File: src/hw/rtl/shdt_pkg.sv
`timescale 1ns / 1ps

package shdt_pkg;

  // delay line element and field widths
  localparam int SPEED_W   = 16;
  localparam int SAMPLE_W  = 17;
  localparam int HEAT_IN_W = 16;
  localparam int HEAT_W    = 32;
  localparam int COUNT_W   = 32;
  localparam int CFG_W     = 16;
  localparam int SHOT_W    = 8;
  localparam int MARGIN_W  = 10;
  localparam int CFG_IDX_W = 2;

  localparam int SHDT_WINDOW = 8;

  // heat is kept in thousandths
  localparam int MILLI       = 1000;
  localparam int SHOT_MILLI_W = 18;

  // register reset values
  localparam logic [SHOT_W-1:0]   SHOT_HEAT_RST = 8'd10;
  localparam logic [CFG_W-1:0]    DROP_THR_RST  = 16'd300;
  localparam logic [CFG_W-1:0]    RISE_THR_RST  = 16'd30;
  localparam logic [MARGIN_W-1:0] MARGIN_RST    = 10'd15;

  typedef enum logic [CFG_IDX_W-1:0] {
    CFG_SHOT_HEAT = 2'd0,
    CFG_DROP_THR  = 2'd1,
    CFG_RISE_THR  = 2'd2,
    CFG_MARGIN    = 2'd3
  } cfg_idx_t;

  // |v| of a 17-bit signed sample, saturated to 16 bits
  function automatic logic [SPEED_W-1:0] speed_mag(input logic [SAMPLE_W-1:0] v);
    logic [SAMPLE_W-1:0] neg;
    neg = ~v + 1'b1;
    if (!v[SAMPLE_W-1]) begin
      speed_mag = v[SPEED_W-1:0];
    end else if (neg[SAMPLE_W-1]) begin
      speed_mag = '1;
    end else begin
      speed_mag = neg[SPEED_W-1:0];
    end
  endfunction

endpackage

File: src/hw/rtl/shdt_cell.sv
`timescale 1ns / 1ps

module shdt_cell
  import shdt_pkg::*;
(
  input  logic               clk,
  input  logic               shift_en,
  input  logic [SPEED_W-1:0] din,
  output logic [SPEED_W-1:0] dout
);

  logic [SPEED_W-1:0] held;

  // one speed magnitude, passed to the neighbor on every shift
  always_ff @(posedge clk) begin
    if (shift_en) begin
      held <= din;
    end
  end

  assign dout = held;

endmodule

File: src/hw/rtl/shdt_line.sv
`timescale 1ns / 1ps

module shdt_line
  import shdt_pkg::*;
#(
  parameter int WINDOW = SHDT_WINDOW
) (
  input  logic               clk,
  input  logic               rst,
  input  logic               shift_en,
  input  logic [SPEED_W-1:0] din,
  output logic [SPEED_W-1:0] oldest,
  output logic               full
);

  localparam int FILL_W = $clog2(WINDOW + 1);

  logic [SPEED_W-1:0] tap [WINDOW];
  logic [FILL_W-1:0]  fill;

  genvar gi;
  generate
    for (gi = 0; gi < WINDOW; gi++) begin : g_cell
      if (gi == 0) begin : g_head
        shdt_cell u_cell (
          .clk     (clk),
          .shift_en(shift_en),
          .din     (din),
          .dout    (tap[gi])
        );
      end else begin : g_body
        shdt_cell u_cell (
          .clk     (clk),
          .shift_en(shift_en),
          .din     (tap[gi-1]),
          .dout    (tap[gi])
        );
      end
    end
  endgenerate

  // count of held samples, saturates at the window length
  always_ff @(posedge clk) begin
    if (rst) begin
      fill <= '0;
    end else if (shift_en && !full) begin
      fill <= fill + 1'b1;
    end
  end

  assign full   = (fill == FILL_W'(WINDOW));
  assign oldest = tap[WINDOW-1];

endmodule

File: src/hw/rtl/shot_detect_heat_tracker_core.sv
`timescale 1ns / 1ps

// an accepted input beat is registered in the input stage, then its result beat in the update stage
// throughput: one beat per cycle while the output is not stalled; the heat, arming and count update is combinational
// a full output register holds back the update stage, the input stage still takes one beat
// reset (rst, synchronous): registers return to their defaults, heat, count, arming and
// the fill count of the speed line clear, both stages empty

module shot_detect_heat_tracker_core
  import shdt_pkg::*;
#(
  parameter int WINDOW = SHDT_WINDOW
) (
  input  logic                 clk,
  input  logic                 rst,
  // input stream
  input  logic                 s_tvalid,
  output logic                 s_tready,
  // s_tdata: speed_sample[16:0], referee_heat[32:17], cooling_limit[48:33],
  // cooling_rate[64:49], zero pad [71:65]
  input  logic [71:0]          s_tdata,
  // output stream
  output logic                 m_tvalid,
  input  logic                 m_tready,
  // m_tdata: heat_milli[31:0], shots_total[63:32]
  output logic [63:0]          m_tdata,
  // m_tuser: shot_now
  output logic                 m_tuser,
  // register writes
  input  logic                 cfg_we,
  input  logic [CFG_IDX_W-1:0] cfg_index,
  input  logic [CFG_W-1:0]     cfg_data
);

  // thresholds are held already scaled by the window length
  localparam int LIM_W = CFG_W + $clog2(WINDOW + 1);
  localparam int CMP_W = LIM_W + 1;

  // ---------------- registers ----------------
  // shot heat is kept only in thousandths
  logic [SHOT_MILLI_W-1:0] shot_milli;
  logic [LIM_W-1:0]        drop_lim;
  logic [LIM_W-1:0]        rise_lim;
  logic [MARGIN_W-1:0]     margin;

  always_ff @(posedge clk) begin
    if (rst) begin
      shot_milli <= SHOT_MILLI_W'(SHOT_HEAT_RST) * SHOT_MILLI_W'(MILLI);
      drop_lim   <= LIM_W'(DROP_THR_RST) * LIM_W'(WINDOW);
      rise_lim   <= LIM_W'(RISE_THR_RST) * LIM_W'(WINDOW);
      margin     <= MARGIN_RST;
    end else if (cfg_we) begin
      case (cfg_idx_t'(cfg_index))
        CFG_SHOT_HEAT: begin
          shot_milli <= SHOT_MILLI_W'(cfg_data[SHOT_W-1:0]) * SHOT_MILLI_W'(MILLI);
        end
        CFG_DROP_THR: drop_lim <= LIM_W'(cfg_data) * LIM_W'(WINDOW);
        CFG_RISE_THR: rise_lim <= LIM_W'(cfg_data) * LIM_W'(WINDOW);
        CFG_MARGIN:   margin   <= cfg_data[MARGIN_W-1:0];
        default: ;
      endcase
    end
  end

  // ---------------- input stage ----------------
  // per-beat work that needs no state: magnitude, referee heat in thousandths,
  // and the override test (referee heat - limit >= margin, done unsigned)
  logic [SAMPLE_W-1:0]  in_speed;
  logic [HEAT_IN_W-1:0] in_ref;
  logic [HEAT_IN_W-1:0] in_limit;
  logic [HEAT_IN_W-1:0] in_cool;

  assign in_speed = s_tdata[16:0];
  assign in_ref   = s_tdata[32:17];
  assign in_limit = s_tdata[48:33];
  assign in_cool  = s_tdata[64:49];

  logic                 s1_valid;
  logic [SPEED_W-1:0]   s1_mag;
  logic [HEAT_W-1:0]    s1_ref_milli;
  logic                 s1_override;
  logic [HEAT_IN_W-1:0] s1_cool;

  logic advance;   // update stage may fire (output slot free or draining)
  logic fire;      // update stage consumes the input stage this cycle
  logic take;      // input beat accepted

  assign advance  = !m_tvalid || m_tready;
  assign fire     = s1_valid && advance;
  assign s_tready = !s1_valid || advance;
  assign take     = s_tvalid && s_tready;

  always_ff @(posedge clk) begin
    if (rst) begin
      s1_valid <= 1'b0;
    end else if (take) begin
      s1_valid <= 1'b1;
    end else if (fire) begin
      s1_valid <= 1'b0;
    end
  end

  always_ff @(posedge clk) begin
    if (take) begin
      s1_mag       <= speed_mag(in_speed);
      s1_ref_milli <= HEAT_W'(in_ref) * HEAT_W'(MILLI);
      s1_override  <= ({1'b0, in_ref} >=
                       (HEAT_IN_W + 1)'(in_limit) + (HEAT_IN_W + 1)'(margin));
      s1_cool      <= in_cool;
    end
  end

  // ---------------- speed delay line ----------------
  logic [SPEED_W-1:0] line_oldest;   // sample from WINDOW beats back
  logic               line_full;

  shdt_line #(
    .WINDOW(WINDOW)
  ) u_line (
    .clk     (clk),
    .rst     (rst),
    .shift_en(fire),
    .din     (s1_mag),
    .oldest  (line_oldest),
    .full    (line_full)
  );

  // ---------------- update stage ----------------
  logic [HEAT_W-1:0]  heat_acc;
  logic [COUNT_W-1:0] shot_counter;
  logic               drop_armed;
  logic               shot_now;

  logic [HEAT_W-1:0]  heat_cool;
  logic [HEAT_W-1:0]  heat_base;
  logic [HEAT_W:0]    heat_sum;
  logic [HEAT_W-1:0]  heat_next;
  logic [CMP_W-1:0]   new_ext;
  logic [CMP_W-1:0]   old_ext;
  logic               drop_hit;
  logic               shot_hit;

  always_comb begin
    // cooling clamps at zero, then the referee may overwrite
    heat_cool = (heat_acc > HEAT_W'(s1_cool)) ? heat_acc - HEAT_W'(s1_cool) : '0;
    heat_base = s1_override ? s1_ref_milli : heat_cool;

    // newest - oldest against the scaled thresholds, written without negatives
    new_ext  = CMP_W'(s1_mag);
    old_ext  = CMP_W'(line_oldest);
    drop_hit = line_full && (old_ext > new_ext + CMP_W'(drop_lim));
    // drop takes precedence when both thresholds are met
    shot_hit = line_full && !drop_hit && drop_armed &&
               (new_ext > old_ext + CMP_W'(rise_lim));

    // shot heat saturates at full scale
    heat_sum  = {1'b0, heat_base} + (HEAT_W + 1)'(shot_milli);
    heat_next = heat_base;
    if (shot_hit) begin
      heat_next = heat_sum[HEAT_W] ? '1 : heat_sum[HEAT_W-1:0];
    end
  end

  always_ff @(posedge clk) begin
    if (rst) begin
      heat_acc     <= '0;
      shot_counter <= '0;
      drop_armed   <= 1'b0;
      shot_now     <= 1'b0;
      m_tvalid     <= 1'b0;
    end else begin
      if (fire) begin
        heat_acc <= heat_next;
        shot_now <= shot_hit;
        if (drop_hit) begin
          drop_armed <= 1'b1;
        end else if (shot_hit) begin
          drop_armed <= 1'b0;
        end
        if (shot_hit) begin
          shot_counter <= shot_counter + 1'b1;
        end
        m_tvalid <= 1'b1;
      end else if (m_tready) begin
        m_tvalid <= 1'b0;
      end
    end
  end

  // the result beat is the state right after its update
  assign m_tdata = {shot_counter, heat_acc};
  assign m_tuser = shot_now;

endmodule
File: config.mk
export PLATFORM = sky130hd
export DESIGN_NAME = shot_detect_heat_tracker_core
export DESIGN_NICKNAME = d
export VERILOG_FILES = /design/src/hw/rtl/shdt_pkg.sv /design/src/hw/rtl/shdt_cell.sv /design/src/hw/rtl/shdt_line.sv /design/src/hw/rtl/shot_detect_heat_tracker_core.sv
export SDC_FILE = /design/constraint.sdc
export NUM_CORES = 1
export LEC_CHECK = 0
export ABC_AREA = 1
export BUFFER_PORTS_ARGS = -buffer_cell sky130_fd_sc_hd__buf_4
export CAP_MARGIN = 10
export CORE_MARGIN = 2
export CORE_UTILIZATION = 35
export CTS_CLUSTER_SIZE = 40
export DETAILED_ROUTE_END_ITERATION = 12
export HOLD_SLACK_MARGIN = 0.1
export PLACE_DENSITY_LB_ADDON = 0.25
export SYNTH_ARGS = -nofsm -noshare
export SYNTH_HDL_FRONTEND = slang
export SYNTH_HIERARCHICAL = 1
export SYNTH_SLANG_ARGS = --single-unit
File: constraint.sdc
create_clock -name clk -period 5.5 [get_ports clk]
set_input_delay 0 -clock clk [delete_from_list [all_inputs] [get_ports clk]]
set_output_delay 0 -clock clk [all_outputs]
set_load 0.02 [all_outputs]
Word-level counts from Yosys, hierarchy flattened
Cells that the tools add are included.
- register bits: 313
- input bits: 95
- output and inout bits: 67
- logic and storage cells: 77
- $add $sub $neg: 8
- $mul: 2
- $lt $le $gt $ge: 4
- equality and inequality tests: 4
- multiplexer cells: 12
- bitwise logic cells: 1
- reductions and logical operators: 23
- operator list (operator ; count):
    2-to-1 mux 32 bit ; 4
    adder 16 x 19 -> 20 bit ; 2
    > comparator 16 x 20 -> 1 bit ; 2
    adder 32 x 18 -> 33 bit ; 1
    adder 32 x 1 -> 32 bit (second input constant) ; 1
    > comparator 32 x 16 -> 1 bit ; 1
    2-to-1 mux 16 bit ; 2
    subtractor 32 x 16 -> 32 bit ; 1
    multiplier 16 x 7 -> 23 bit (second input constant) ; 1
    adder 16 x 10 -> 17 bit ; 1
    adder 17 x 1 -> 17 bit (second input constant) ; 1
    >= comparator 16 x 17 -> 1 bit ; 1
    inverter 17 bit ; 1
    multiplier 8 x 7 -> 15 bit (second input constant) ; 1
    AND reduction 2 bit ; 6
    logical AND 1 bit ; 7
    2-to-1 mux 1 bit ; 6
    nonzero test 2 bit ; 3
    adder 4 x 1 -> 4 bit (second input constant) ; 1
    == test 2 bit (second input constant) ; 2
    == test 4 bit (second input constant) ; 1
    logical NOT 1 bit ; 4
    == test 2 x 1 -> 1 bit (second input constant) ; 1
    logical NOT 2 bit ; 1
    logical OR 1 bit ; 2

Depth between registers and ports, before layout
Gate-level depths: netlist of the first run.
- word-level depth: 9
- mapped depth: 30
- gate-level depth less buffers: 29

By module
Netlist of the first run, hierarchy kept.
- modules (own cells, without submodules) (module ; times used ; cells an instance ; area each (um^2) ; seq. area each (um^2)):
    shot_detect_heat_tracker_core ; 1 ; 2339 ; 17164.0 ; 4184.0
    shdt_cell ; 8 ; 16 ; 480.5 ; 480.5
    shdt_line ; 1 ; 33 ; 219.0 ; 80.1

Worst setup path before layout of the first run
OpenSTA, ideal clock, no wires.
- path kind: flip-flop to flip-flop
- start: register m_tvalid
- end: register u_line.fill[3]
- setup time: 0.113 ns
- arrival time: 5.095 ns
- required time: 5.387 ns
- slack: 0.292 ns
- cell stages (with the launch flop): 10
- path buffers: 1
- clock period less this slack: 5.208 ns
- cell sequence: dfxtp_1 nand2_1 nand2_1 inv_1 clkbuf_1 nand2_1 nor2_2 nand2_1 nand2_1 nor2_1
- word-level cells in the longest chain between the ends: 4
- RTL lines (element ; line ; text):
    start: declaration ; shot_detect_heat_tracker_core.sv:23 ; output logic m_tvalid,
    start signal: assignment ; shot_detect_heat_tracker_core.sv:170 ; m_tvalid <= 1'b0;
    start signal: assignment ; shot_detect_heat_tracker_core.sv:183 ; m_tvalid <= 1'b1;
    start signal: assignment ; shot_detect_heat_tracker_core.sv:185 ; m_tvalid <= 1'b0;
    logical NOT 1 bit ; shot_detect_heat_tracker_core.sv:88 ; assign advance = !m_tvalid || m_tready;
    logical OR 1 bit ; shot_detect_heat_tracker_core.sv:88 ;
    logical AND 1 bit ; shot_detect_heat_tracker_core.sv:89 ; assign fire = s1_valid && advance;
    net fire ; shot_detect_heat_tracker_core.sv:85 ; logic fire;
    logical AND 1 bit ; shdt_line.sv:46 ; end else if (shift_en && !full) begin
    end signal: assignment ; shdt_line.sv:47 ; fill <= fill + 1'b1;
    end: declaration ; shdt_line.sv:19 ; logic [FILL_W-1:0] fill;
The timed path passes the listed nets, and every way through them passes these cells.
A chain may end at the register's enable or synchronous reset.

Worst setup path in the final report of the first run
- start: register s1_mag[3]
- end: register shot_counter[10]
- word-level cells in the longest chain between the ends: 8
- elaborated cells between the ends (all ways): 9
- those cells by class: add/sub (1); order compare (2); reduce/logical (6)
- RTL lines (element ; line ; text):
    start: declaration ; shot_detect_heat_tracker_core.sv:79 ; logic [SPEED_W-1:0] s1_mag;
    start signal: assignment ; shot_detect_heat_tracker_core.sv:105 ; s1_mag <= speed_mag(in_speed);
    adder 16 x 19 -> 20 bit ; shot_detect_heat_tracker_core.sv:151 ; drop_hit = line_full && (old_ext > new_ext + CMP_W'(drop_lim));
    > comparator 16 x 20 -> 1 bit ; shot_detect_heat_tracker_core.sv:151 ;
    logical AND 1 bit ; shot_detect_heat_tracker_core.sv:151 ;
    logical NOT 1 bit ; shot_detect_heat_tracker_core.sv:153 ; shot_hit = line_full && !drop_hit && drop_armed &&
    logical AND 1 bit (2 in a row) ; shot_detect_heat_tracker_core.sv:153 ;
    logical AND 1 bit * ; shot_detect_heat_tracker_core.sv:153 ;
    AND reduction 2 bit (no source line) * ; n/a ;
    end signal: assignment ; shot_detect_heat_tracker_core.sv:181 ; shot_counter <= shot_counter + 1'b1;
    end: declaration ; shot_detect_heat_tracker_core.sv:130 ; logic [COUNT_W-1:0] shot_counter;
Mark *: on every way between the ends. The rest lies on a longest branch, timed or not.

==> results of run 1 <==
[cell usage in the layout (no fill, tap or decap), types with 8 or more instances in the layout]
| cell type | n |
|---|---|
| nor3_1 | 32 |
| nand3b_1 | 8 |
| dlygate4sd3_1 | 86 |
| nand4_1 | 44 |
| a21oi_1 | 160 |
| fa_1 | 81 |
| buf_4 | 168 |
| xor2_1 | 62 |
| nor2_1 | 253 |
| a31oi_1 | 15 |
| nand3_1 | 126 |
| or2_2 | 8 |
| nand2_2 | 8 |
| a21oi_2 | 11 |
| inv_2 | 10 |
| o21ai_0 | 134 |
| nor2_2 | 11 |
| clkbuf_16 | 37 |
| o21a_1 | 10 |
| o21bai_1 | 8 |
| dfxtp_1 | 129 |
| inv_1 | 298 |
| xnor2_1 | 40 |
| o21ai_1 | 8 |
| edfxtp_1 | 184 |
| nand2_1 | 549 |
| ha_1 | 209 |
[per-stage QoR]
stage                     std cells  hold WS (ps)  total power (uW)
after floorplan                2500          98.9              5160
after global placement         3412           178              5900
after detailed placement       3412           179              5960
after CTS                      3566           109              8660
after global routing           3566           158              9210
final                          3566           156              8550
[report_power, final]
| part | internal (uW) | total [uW] | switching (uW) | leakage, uW |
|---|---|---|---|---|
| combinational | 1220 | 3070 | 1850 | 0.00801 |
| sequential | 2770 | 2870 | 108 | 0.00280 |
| clock | 1580 | 2610 | 1030 | 0.000636 |
| total | 5570 | 8550 | 2990 | 0.0114 |
[layer usage]
metal  vias to the layer above  GRT usage (%)
li1                       8834              -
met1                      8381           25.3
met2                       446           29.3
met3                        72           1.98
met4                         0           4.86
met5                         -              0
[registers in the layout, indices dropped and copies added (netlist names), 4 cells and up]
register / cells
shot_milli: 15
margin: 10
rise_lim: 16
shot_counter: 32
s1_ref_milli: 23
u_line/g_cell.g_head.u_cell/dout: 16
u_line/g_cell.g_body.u_cell/dout: 112
s1_mag: 16
heat_acc: 32
drop_lim: 16
u_line/fill: 4
s1_cool: 16
[path summary, 6_finish.rpt]
check                                               from                                     end  slack (ps)  cells past startpoint
hold reg to reg   u_line/g_cell[2].g_body.u_cell/dout[2]  u_line/g_cell[3].g_body.u_cell/dout[2]         420                      0
hold / removal                               s_tdata[58]                              s1_cool[9]         160                      2
setup reg to reg                               s1_mag[3]                        shot_counter[10]         710                     28
setup / recovery                               s1_mag[3]                        shot_counter[10]         710                     28
[layout make-up]
cell class	count	area (sq um)
Clock inverter	18	274
Sequential cell	313	8110
Multi-Input combinational cell	1838	11800
Fill cell	5970	34700
Inverter	311	1170
Tap cell	782	978
Timing Repair Buffer	254	2120
Clock buffer	50	1030
[synth_stat cells (2+ instances only)]
library cell | n | share of area [%]
a211oi_1 | 3 | 0.11
a21boi_0 | 5 | 0.18
a21o_1 | 5 | 0.18
a21oi_1 | 160 | 3.8
a21oi_2 | 11 | 0.45
a31oi_1 | 15 | 0.44
a41oi_1 | 2 | 0.083
and3_1 | 3 | 0.088
buf_2 | 3 | 0.071
buf_6 | 2 | 0.11
clkbuf_1 | 33 | 0.58
dfxtp_1 | 129 | 12
edfxtp_1 | 184 | 26
fa_1 | 81 | 7.6
ha_1 | 209 | 12
inv_1 | 301 | 5.3
inv_2 | 8 | 0.14
mux2i_1 | 7 | 0.33
nand2_1 | 549 | 9.7
nand2_2 | 8 | 0.24
nand2_4 | 3 | 0.16
nand3_1 | 126 | 3.0
nand3_2 | 3 | 0.14
nand3b_1 | 8 | 0.28
nand4_1 | 44 | 1.3
nor2_1 | 253 | 4.5
nor2_2 | 11 | 0.32
nor2_4 | 6 | 0.32
nor3_1 | 32 | 0.75
nor3b_1 | 5 | 0.18
nor4_1 | 7 | 0.21
o211ai_1 | 2 | 0.071
o21a_1 | 10 | 0.35
o21ai_0 | 134 | 3.2
o21ai_1 | 8 | 0.19
o21bai_1 | 8 | 0.28
or2_2 | 8 | 0.24
or3_1 | 3 | 0.088
xnor2_1 | 40 | 1.7
xor2_1 | 62 | 2.6
[logic make-up after synthesis]
family	synth area share (%)
xor gates and xnor gates	4.21
adders and majority gates	20.0
AOI/OAI and AO/OA	9.45
muxes	0.330
and+or+nand+nor	21.6
DFF	38.2
buffers and inverters	6.27
==> flow_summary.json, run 1 <==
{
  "synth_edf_count": 184,
  "total_routing_usage_reported_by_global_routing_pct": 18.0,
  "worstSetupStartpointType": "flip-flop",
  "netlist-cell-type-count": 49,
  "power_per_cell_area_nw_per_um2": 336,
  "vias": 17700,
  "antenna_violations_before_repair": 0,
  "run_status": "finished, final reports clean",
  "synth.avg_cell_area_sq_um": 8.49,
  "portBuffers": 154,
  "critical_path.top_delay_family": "simple AND/OR/NAND/NOR gates",
  "clock_slew_seen_by_the_registers_of_the_worst_setup_and_hold_paths_ps": 60,
  "wl_met1_mm": 26.9,
  "post_dp_cell_area_sq_um": 23300,
  "rsz0062_at_grt": "no",
  "fin_area_sq_um": 25500,
  "drt_pre_antenna_iters": 5,
  "ys_dominant_reg_cell": "edfxtp_1",
  "timing.final.crit_share_pct": 87.1,
  "design.portCount": 162,
  "flow.area_growth_from_synthesis_pct": 20.0,
  "antenna_violating_nets_post_route": 0,
  "report.final.setup_viol": 0,
  "synth-seq-cells": 313,
  "cts_sinks": 313,
  "drc_errors": 0,
  "cts.htree.levels": 2,
  "timing.clock.skew_ps": 29.3,
  "gp_routability_congestion": 0.917,
  "vias_per_cell": 4.97,
  "total_die_area_sq_um": 62600,
  "worstPathBufferInverterCount": 4,
  "synth_warnings": 6,
  "dpl_worst_slack_ps": 709,
  "met3WireLength_mm": 2.69,
  "critical_path.slowest_cell": "edfxtp_1",
  "achievable-frequency_mhz": 209,
  "grt_remaining_overflow": 0,
  "design.final.nets": 3140,
  "hold_path_class": "primary input to flip-flop",
  "post_cts_buffers": 0,
  "finalHoldViolations": 0,
  "routed_wl_mm": 56.6,
  "tritoncts": "built",
  "fin_ws_ps": 709,
  "critPathCaptureType": "flip-flop",
  "yosysSeqAreaShare_pct": 38.2,
  "cts-root-buf": "clkbuf_16",
  "cts_inserted_buffers": 37,
  "layout_min_cycle_time_ps": 4790,
  "diodes": 0,
  "synth_area_sq_um": 21200,
  "async_reset_ff_share_pct": 0,
  "cts_hold_buf": 86,
  "slew_viol_final": 0,
  "place.detailed.hpwl_mm": 43.4,
  "placement_rows": 90,
  "vias_in_the_first_global_route": 17100,
  "grt_start_max_net_pins": 92,
  "setup.worst_path.class": "flip-flop to flip-flop",
  "worstPathMaxFanout": 14,
  "setup_total_negative_slack_ps": 0,
  "arrival_ps": 5230,
  "critical_path.max_stage_delay_ps": 450,
  "worst_slew_pin_slew_ps": 962,
  "clock_latency_ps": 570,
  "fp.dieH_um": 250,
  "initial_utilization_pct": 35.3,
  "ctsResizeCount": 0,
  "layout-drive-gt1-share_pct": 10.6,
  "max_slew_margin_pct": 35.7,
  "utilization_pct": 42.4,
  "synth_fp_nets": 2885,
  "syn_inst": 2500,
  "max-cap-violations": 0,
  "floorplan.die.width_um": 250,
  "drt_iter0_drc": 1240,
  "grt_first_pass_wirelength_mm": 90.7,
  "dr.max_layer_used": "met4",
  "wl_per_cell_um": 15.9,
  "fp.coreArea_sq_um": 60100,
  "ir_worst_vdd_mv": 0.189,
  "power_leakage_uw": 0.0114,
  "clockBufferDepth": 3,
  "wl_met2_mm": 25.8,
  "required_ps": 5940
}
Power figures use the tool's default switching activity.
==> run 2, diff against run 1 <==
Settings changed: ABC_AREA 1 to 0, TNS_END_PERCENT set to 100.
==> flow_summary.json, run 2 <==
{
  "synth_warnings": 6,
  "timing.reg2reg.setup_slack_ps": 250,
  "critPathCaptureType": "flip-flop",
  "initial_utilization_pct": 35.4,
  "synth_fp_nets": 2368,
  "rsz0062_at_grt": "yes",
  "drt_pre_antenna_iters": 5,
  "netlist-cell-type-count": 97,
  "utilization_pct": 43.7,
  "layout-drive-gt1-share_pct": 15.6,
  "clock_latency_ps": 560,
  "finalHoldViolations": 0,
  "clockBufferDepth": 3,
  "achievable-frequency_mhz": 190,
  "syn_inst": 1983,
  "tritoncts": "built",
  "r2r_start": "heat_acc[19]",
  "grt_remaining_overflow": 0,
  "layout.cells.most_common_list": "244 x buf_4, 209 x ha_1, 206 x nand2_1",
  "synthTopCellsByArea": "edfxtp_1 27%, ha_1 13%, dfxtp_1 13%",
  "required_ps": 5950,
  "floorplan.die.width_um": 246,
  "yosys.area.top_type_share_pct": 27.0,
  "slew_viol_final": 0,
  "cts_inserted_buffers": 38,
  "setup.worst_path.class": "flip-flop to flip-flop",
  "vias_per_cell": 5.25,
  "antenna_violations_before_repair": 0,
  "worstSetupStartpointType": "flip-flop",
  "synth.top_cells.by_count": "209 x ha_1, 206 x nand2_1, 184 x edfxtp_1",
  "vias": 16200,
  "place.detailed.hpwl_mm": 41.8,
  "critical_path.startpoint": "heat_acc[19]",
  "run_status": "finished, final reports clean",
  "yosysMostFrequentCell": "ha_1",
  "cts.htree.levels": 2,
  "grt_first_pass_wirelength_mm": 87.5,
  "worst_slew_pin_slew_ps": 1100,
  "largest_register_ff_count": 112,
  "antenna_violating_nets_post_route": 0,
  "wl_per_cell_um": 17.9,
  "synth_area_sq_um": 20400,
  "yosysSeqAreaShare_pct": 39.7,
  "power_leakage_uw": 0.0104,
  "total_die_area_sq_um": 60400,
  "arrival_ps": 5700,
  "placement_rows": 88,
  "drc_errors": 0,
  "reg2reg_depth": 16,
  "place.detailed.instances": 2938,
  "timing.clock.skew_ps": 26.4,
  "routed_wl_mm": 55.4,
  "gp_routability_congestion": 0.910,
  "vias_in_the_first_global_route": 15800,
  "layout_min_cycle_time_ps": 5250,
  "total_routing_usage_reported_by_global_routing_pct": 18.3,
  "timing.final.crit_share_pct": 95.5,
  "worstSetupEndpoint": "heat_acc[31]",
  "report.final.setup_viol": 0,
  "portBuffers": 154,
  "diodes": 0,
  "async_reset_ff_share_pct": 0,
  "design.final.nets": 2686,
  "flow.area_growth_from_synthesis_pct": 23.4,
  "r2r-end": "heat_acc[31]",
  "yosysTopAreaCell": "edfxtp_1",
  "max_slew_margin_pct": 25.7,
  "synth.avg_cell_area_sq_um": 10.3,
  "most_common_cell_after_layout_fill_and_taps_aside": "buf_4",
  "worstPathMaxFanout": 8,
  "cts-root-buf": "clkbuf_16",
  "final_cells": 3096,
  "hold_path_class": "primary input to flip-flop",
  "fp.dieH_um": 246,
  "power_per_cell_area_nw_per_um2": 350,
  "design.portCount": 162,
  "fp.coreArea_sq_um": 57700,
  "grt_start_max_net_pins": 105,
  "max-cap-violations": 0,
  "ir_worst_vdd_mv": 0.209,
  "synth_edf_count": 184,
  "clock_slew_seen_by_the_registers_of_the_worst_setup_and_hold_paths_ps": 70,
  "synth-seq-cells": 313,
  "drt_iter0_drc": 938,
  "final.hold.worst_slack_ps": 129,
  "ys_dominant_reg_cell": "edfxtp_1",
  "cts_sinks": 313
}
-- run 2: changes by cell type after synthesis, sizes merged, moves of 18 or more --
cell	change
nand2	-353
inv	-200
nor2	-141
nand3	-96
o21ai	-77
a211oi	+37
a21oi	-37
xnor2	+36
a21o	+26
o31ai	+20
nand2b	+19
or3	+19
nor2b	+18
-- run 2: per-stage QoR --
step	TNS, ps	power [uW]	instance area (sq um)	setup WS [ps]
final	0	8830	25200	247
after global routing	-27.5	9430	25200	-27.5
after CTS	0	8900	25200	30.7
after detailed placement	-1390	6170	23000	-269
after global placement	-325	6120	23000	-104
after floorplan	0	5240	20400	722
-- run 2: worst max-delay path, cell delays in order, from the launching register on --
cell and delay [ps]:
dfxtp_1 310, or4_4 560, nand4b_4 180, or4_1 610, o31ai_4 460, o31ai_1 170, ha_1 240, fa_1 430
a211oi_1 390, o21bai_1 170, a31oi_1 330, a21oi_1 160, o31ai_1 280, and2b_2 220, nor3_4 70, a31o_2 270
a311oi_1 270
-- run 2: layout make-up --
class	instances	area [sq um]
Clock buffer	50	1050
Sequential cell	313	8110
Timing Repair Buffer	332	2730
Clock inverter	20	263
Fill cell	5536	32500
Multi-Input combinational cell	1507	11700
Tap cell	765	957
Inverter	109	414
-- run 2: where the power goes --
group	switching (uW)	internal, uW	leakage, uW
sequential	132	2760	0.00280
combinational	1790	1510	0.00694
clock	1040	1590	0.000628
total	2960	5870	0.0104
-- run 2: how the worst min path moves through the flow --
stage / startpoint / slack (ps) / endpoint / cells past startpoint
finish: s_tdata[47] / 130 / s1_override / 3
CTS: s_tdata[47] / 100 / s1_override / 3
floorplan: rst / 60 / u_line/fill[2] / 1
global route: s_tdata[62] / 150 / s1_cool[13] / 2
global placement: s_tdata[50] / 180 / s1_cool[1] / 1
detailed placement: s_tdata[59] / 180 / s1_cool[10] / 1
-- run 2: cells by family after synthesis --
group                      count (synthesis)  share of synthesized area [%]
buffers and inverters                    163                           3.25
muxes                                      9                          0.465
DFF                                      313                           39.7
AOI/OAI and AO/OA                        449                           14.8
adders and majority gates                290                           20.7
xor gates and xnor gates                 129                           5.53
and+or+nand+nor                          630                           15.6
-- run 2: repair_timing --
action,CTS,global route
pin swaps,0,1
hold buffers,86,0
endpoints found under the hold margin,117,0
gates resized for setup,1,6
setup endpoints to repair,7,22
setup buffers,0,2
-- run 2: metal layers --
metal	wire length (um)	GRT usage, %
met1	26500	26.0
met2	25000	29.0
met3	2410	2.19
met4	1470	5.94
met5	0	0
